`src/rtl/dhst_pkg.sv`:
```
`default_nettype none
package dhst_pkg;

  localparam int KEY_W         = 31;
  localparam int TYPE_W        = 2;
  localparam int CFG_W         = 11;
  localparam int SLOT_OUT_W    = 10;
  localparam int SLOTS_DEFAULT = 1024;

  localparam logic [CFG_W-1:0] SIZE_MIN    = CFG_W'(5);
  localparam logic [CFG_W-1:0] SIZE_RESET  = CFG_W'(1021);
  localparam logic [CFG_W-1:0] STEP_OFFSET = CFG_W'(3);

  localparam logic CMD_INSERT = 1'b0;
  localparam logic CMD_LOOKUP = 1'b1;

  typedef struct packed {
    logic              valid;
    logic [KEY_W-1:0]  key;
    logic [TYPE_W-1:0] etype;
  } slot_rd_t;

  typedef struct packed {
    logic             done;
    logic [CFG_W-1:0] rem_base;
    logic [CFG_W-1:0] rem_step;
  } mod_res_t;

endpackage
`default_nettype wire

```
`src/rtl/dhst_mod_unit.sv`:
```
`default_nettype none
module dhst_mod_unit (
  input  wire logic                        clk,
  input  wire logic                        rst,
  input  wire logic                        start,
  input  wire logic [dhst_pkg::KEY_W-1:0]  key,
  input  wire logic [dhst_pkg::CFG_W-1:0]  div_base,
  input  wire logic [dhst_pkg::CFG_W-1:0]  div_step,
  output dhst_pkg::mod_res_t               res
);
  import dhst_pkg::*;

  localparam int CNT_W = $clog2(KEY_W + 1);

  logic [KEY_W-1:0] kreg;
  logic [CFG_W-1:0] d0;
  logic [CFG_W-1:0] d1;
  logic [CFG_W-1:0] r0;
  logic [CFG_W-1:0] r1;
  logic [CNT_W-1:0] cnt;
  logic             running;
  logic             done;

  logic [CFG_W:0] t0;
  logic [CFG_W:0] t1;
  logic [CFG_W:0] r0_next;
  logic [CFG_W:0] r1_next;

  // one restoring step for each divisor
  always_comb begin
    t0 = {r0, kreg[KEY_W-1]};
    t1 = {r1, kreg[KEY_W-1]};
    r0_next = (t0 >= {1'b0, d0}) ? t0 - {1'b0, d0} : t0;
    r1_next = (t1 >= {1'b0, d1}) ? t1 - {1'b0, d1} : t1;
  end

  always_ff @(posedge clk) begin
    if (rst) begin
      running <= 1'b0;
      done    <= 1'b0;
      cnt     <= '0;
    end else begin
      done <= 1'b0;
      if (start) begin
        running <= 1'b1;
        cnt     <= CNT_W'(KEY_W);
      end else if (running) begin
        cnt <= cnt - CNT_W'(1);
        if (cnt == CNT_W'(1)) begin
          running <= 1'b0;
          done    <= 1'b1;
        end
      end
    end
  end

  always_ff @(posedge clk) begin
    if (start) begin
      kreg <= key;
      d0   <= div_base;
      d1   <= div_step;
      r0   <= '0;
      r1   <= '0;
    end else if (running) begin
      kreg <= {kreg[KEY_W-2:0], 1'b0};
      r0   <= r0_next[CFG_W-1:0];
      r1   <= r1_next[CFG_W-1:0];
    end
  end

  assign res.done     = done;
  assign res.rem_base = r0;
  assign res.rem_step = r1;

endmodule
`default_nettype wire

```
`config.mk`:
```
export PLATFORM = sky130hd
export DESIGN_NAME = dhst_mod_unit
export DESIGN_NICKNAME = d
export VERILOG_FILES = /design/src/rtl/dhst_pkg.sv /design/src/rtl/dhst_mod_unit.sv
export SDC_FILE = /design/constraint.sdc
export NUM_CORES = 1
export LEC_CHECK = 0
export BUFFER_PORTS_ARGS = -buffer_cell sky130_fd_sc_hd__clkbuf_2
export CAP_MARGIN = 20
export CORE_MARGIN = 4
export CORE_UTILIZATION = 53
export CTS_CLUSTER_SIZE = 40
export DETAILED_ROUTE_END_ITERATION = 16
export PLACE_DENSITY = 0.76
export SETUP_SLACK_MARGIN = 0.5
export SLEW_MARGIN = 10
export SYNTH_ARGS = -nofsm -noshare
export SYNTH_HDL_FRONTEND = slang
export SYNTH_SLANG_ARGS = --single-unit
```
`constraint.sdc`:
```
create_clock -name clk -period 4.8 [get_ports clk]
set_input_delay 0.24 -clock clk [delete_from_list [all_inputs] [get_ports clk]]
set_output_delay 0.24 -clock clk [all_outputs]
set_load 0.03 [all_outputs]
```
==> impl_results.md <==
- Number of DRC markers in iteration 0: 179
- Vias in the first global route: 3303
- Startpoint Class: flop
- Final WS setup: 1.999 ns
- Async SR Flop Fraction: 0%
- Largest net degree at the start of global routing: 42
- First-pass GRT wire length: 15610 um
- Finished Cell Area: 5194 um2
- Die area: 10020 um2
- Slew @ Worst Pin: 0.8116 ns
- FF+latch area: 2172 um2
- Post-synth top area share: 35.40%
- Final setup viols: 0
- Post-synth top cells: edfxtp_1 (53), nor2_1 (39), inv_1 (31), mux2_2 (31), dfxtp_1 (29)
- CP required: 5.09 ns
- Initial antenna violation count: 0
- Syn-to-layout area delta: 15.53%
- WS Path Type: flop to flop
- Num CTS Buffers: 9
- Worst EP arrival: 3.09 ns
- CTS resizes: 0
- RR Startpoint: kreg[30]
- Achievable Freq: 357.0 MHz
- Die height: 100.1 um
- Clk_lat worst skew: 0.35 ns
- Largest fanout on the critical path: 11
- Dpl ws: 2.046 ns
- Min-delay src: div_step[1]
- Root Driver: clkbuf_8
- GRT Overall Usage: 19.31%
- DRC violations left: 0
- Peak supply drop: 0.0002092 V
- Drt total wl: 9434 um
- Die width: 100.1 um
- DRT Pass-1 Iters: 5
- Min Clock Period, post-route: 2.801 ns
- EDFF count, synth: 53
- Starting Density: 54.71%
- Status: complete, no violations
- Layout fillers: 678
- Cell taking the most area after synthesis: edfxtp_1
- I/O pins: 79
- Slew HR: 45.84%
- Rows: 33
- Clock transition at path regs: 0.09 ns
- Crit path from: kreg[30]
- Final core utilization: 63.21%
- # hold bufs at CTS: 0
- Max-slew violation count: 0
- Post-Synthesis Cells: 416
- Ant diodes: 0
- Count leader, synth: edfxtp_1
- H-tree levels: 3
- Setup total negative slack: 0 ns
- # port buffers: 78
- Clk sinks: 82
- DP HPWL: 6811 um
- Max clock buf depth: 2
- Final #Nets: 574
- RSZ-0062 raised after global routing: no
- PwrDens: 356.9 nW/um2
- Max Cap Violations: 0
- Most used flip-flop cell after synthesis: edfxtp_1
- Critical Path Sink Type: flop
- Synthesized area per cell: 10.81 um2
- Min-Delay Path Class: input pin to flop
- Post-CTS Setup Inserts: 0
- Flops & latches, synth: 82
- Largest cells by area after synthesis: edfxtp_1 (35%), dfxtp_1 (13%), mux2_2 (7.8%), ha_1 (6.7%), nor2_1 (3.3%)
- Ratio of cells with drive above 1 in the final layout: 28.57%
- Register area share after synthesis: 48.32%
- Routed vias: 3492
- Antenna viol nets, final: 0
- Period utilization: 58.36%
- Number of distinct library cells after synthesis: 64
- Syn nets: 498
- Worst R2R Setup Slack: 2.00 ns
- Leak: 0.002188 uW
- GP Congestion: 0.8912
- Multi-input logic area: 2131 um2
- CTS tree: built
- Synth warn: 0
- Hold Fails Final Rpt: 0
- Core Footprint: 8217 um2
- Synthesized cell area: 4496 um2
- Via density: 5.801
- Avg WL per Cell: 15.67 um
- Placed inst area: 4971 um2
- Clock Skew: 0.01163 ns
- Gr ovfl total: 0
layout make-up:
cell class	count	share of cell area [%]
sequential	82	41.82
clock inverter	6	1.735
tap	105	2.530
inverter	31	2.240
clock buffer	10	2.457
timing repair buffer	83	8.191
multi-input combinational	285	41.03
logic make-up after synthesis:
kind of cell	count (synthesis)	synth area share, %
simple gates	117	13.36
compound gates	99	16.37
flops	82	48.32
buf+inv	49	4.286
mux	31	7.765
fa+ha+maj	26	7.570
xor+xnor	12	2.338
worst max-delay path, cell delays in order, from the launching register on:
cell	delay, ns
edfxtp_1	0.38
inv_1	0.07
ha_1	0.23
fa_1	0.38
and2b_1	0.25
o22ai_2	0.10
a21oi_1	0.19
o2111ai_1	0.41
a2111oi_0	0.54
a221o_1	0.19
power by group:
| part | leakage, uW | internal (uW) | switching (uW) |
|---|---|---|---|
| Combinational | 0.00132 | 179 | 252 |
| Clock | 0.000107 | 295 | 264 |
| Sequential | 0.000766 | 824 | 38.6 |
| Total | 0.00219 | 1300 | 555 |
registers in the layout (all words and copies together), names as in the netlist:
name and count:
cnt 5, done 1, d0 11, r1 11, r0 11, d1 11
running 1, kreg 31
path summary, 6_finish.rpt:
path	endpoint	depth (start not counted)
hold reg to reg	r0[10]	2
setup reg to reg	r0[2]	9
setup / recovery	r0[2]	9
hold / removal	d1[1]	1
layout by cell type (no fill, tap or decap), drive strengths merged, types with 3 or more instances in the layout:
cell,count
clkbuf,87
mux2,31
buf,6
nor3,3
nor2b,7
or3,4
nand4,7
xor2,6
o21a,3
dfxtp,29
a21o,4
o2111a,4
inv,32
edfxtp,53
o221ai,5
o21ai,22
nand2b,11
o211ai,3
a311oi,9
nor2,40
nand3,11
o2111ai,5
a21oi,15
ha,24
a211oi,7
and2,4
xnor2,6
nand2,16
layer usage:
metal	routed length [um]	track usage (%)
met5	0	0
met4	104	4.974
met3	685	4.100
met2	4483	31.20
met1	4161	26.61
metrics by stage:
step	hold WS (ns)	total power, uW	std cells
after floorplan	0.3124	1185	416
after global placement	0.4168	1292	585
after detailed placement	0.4186	1305	585
after CTS	0.05187	1859	601
after global routing	0.03523	1949	602
final	0.05877	1854	602
Power figures use the tool's default switching activity.
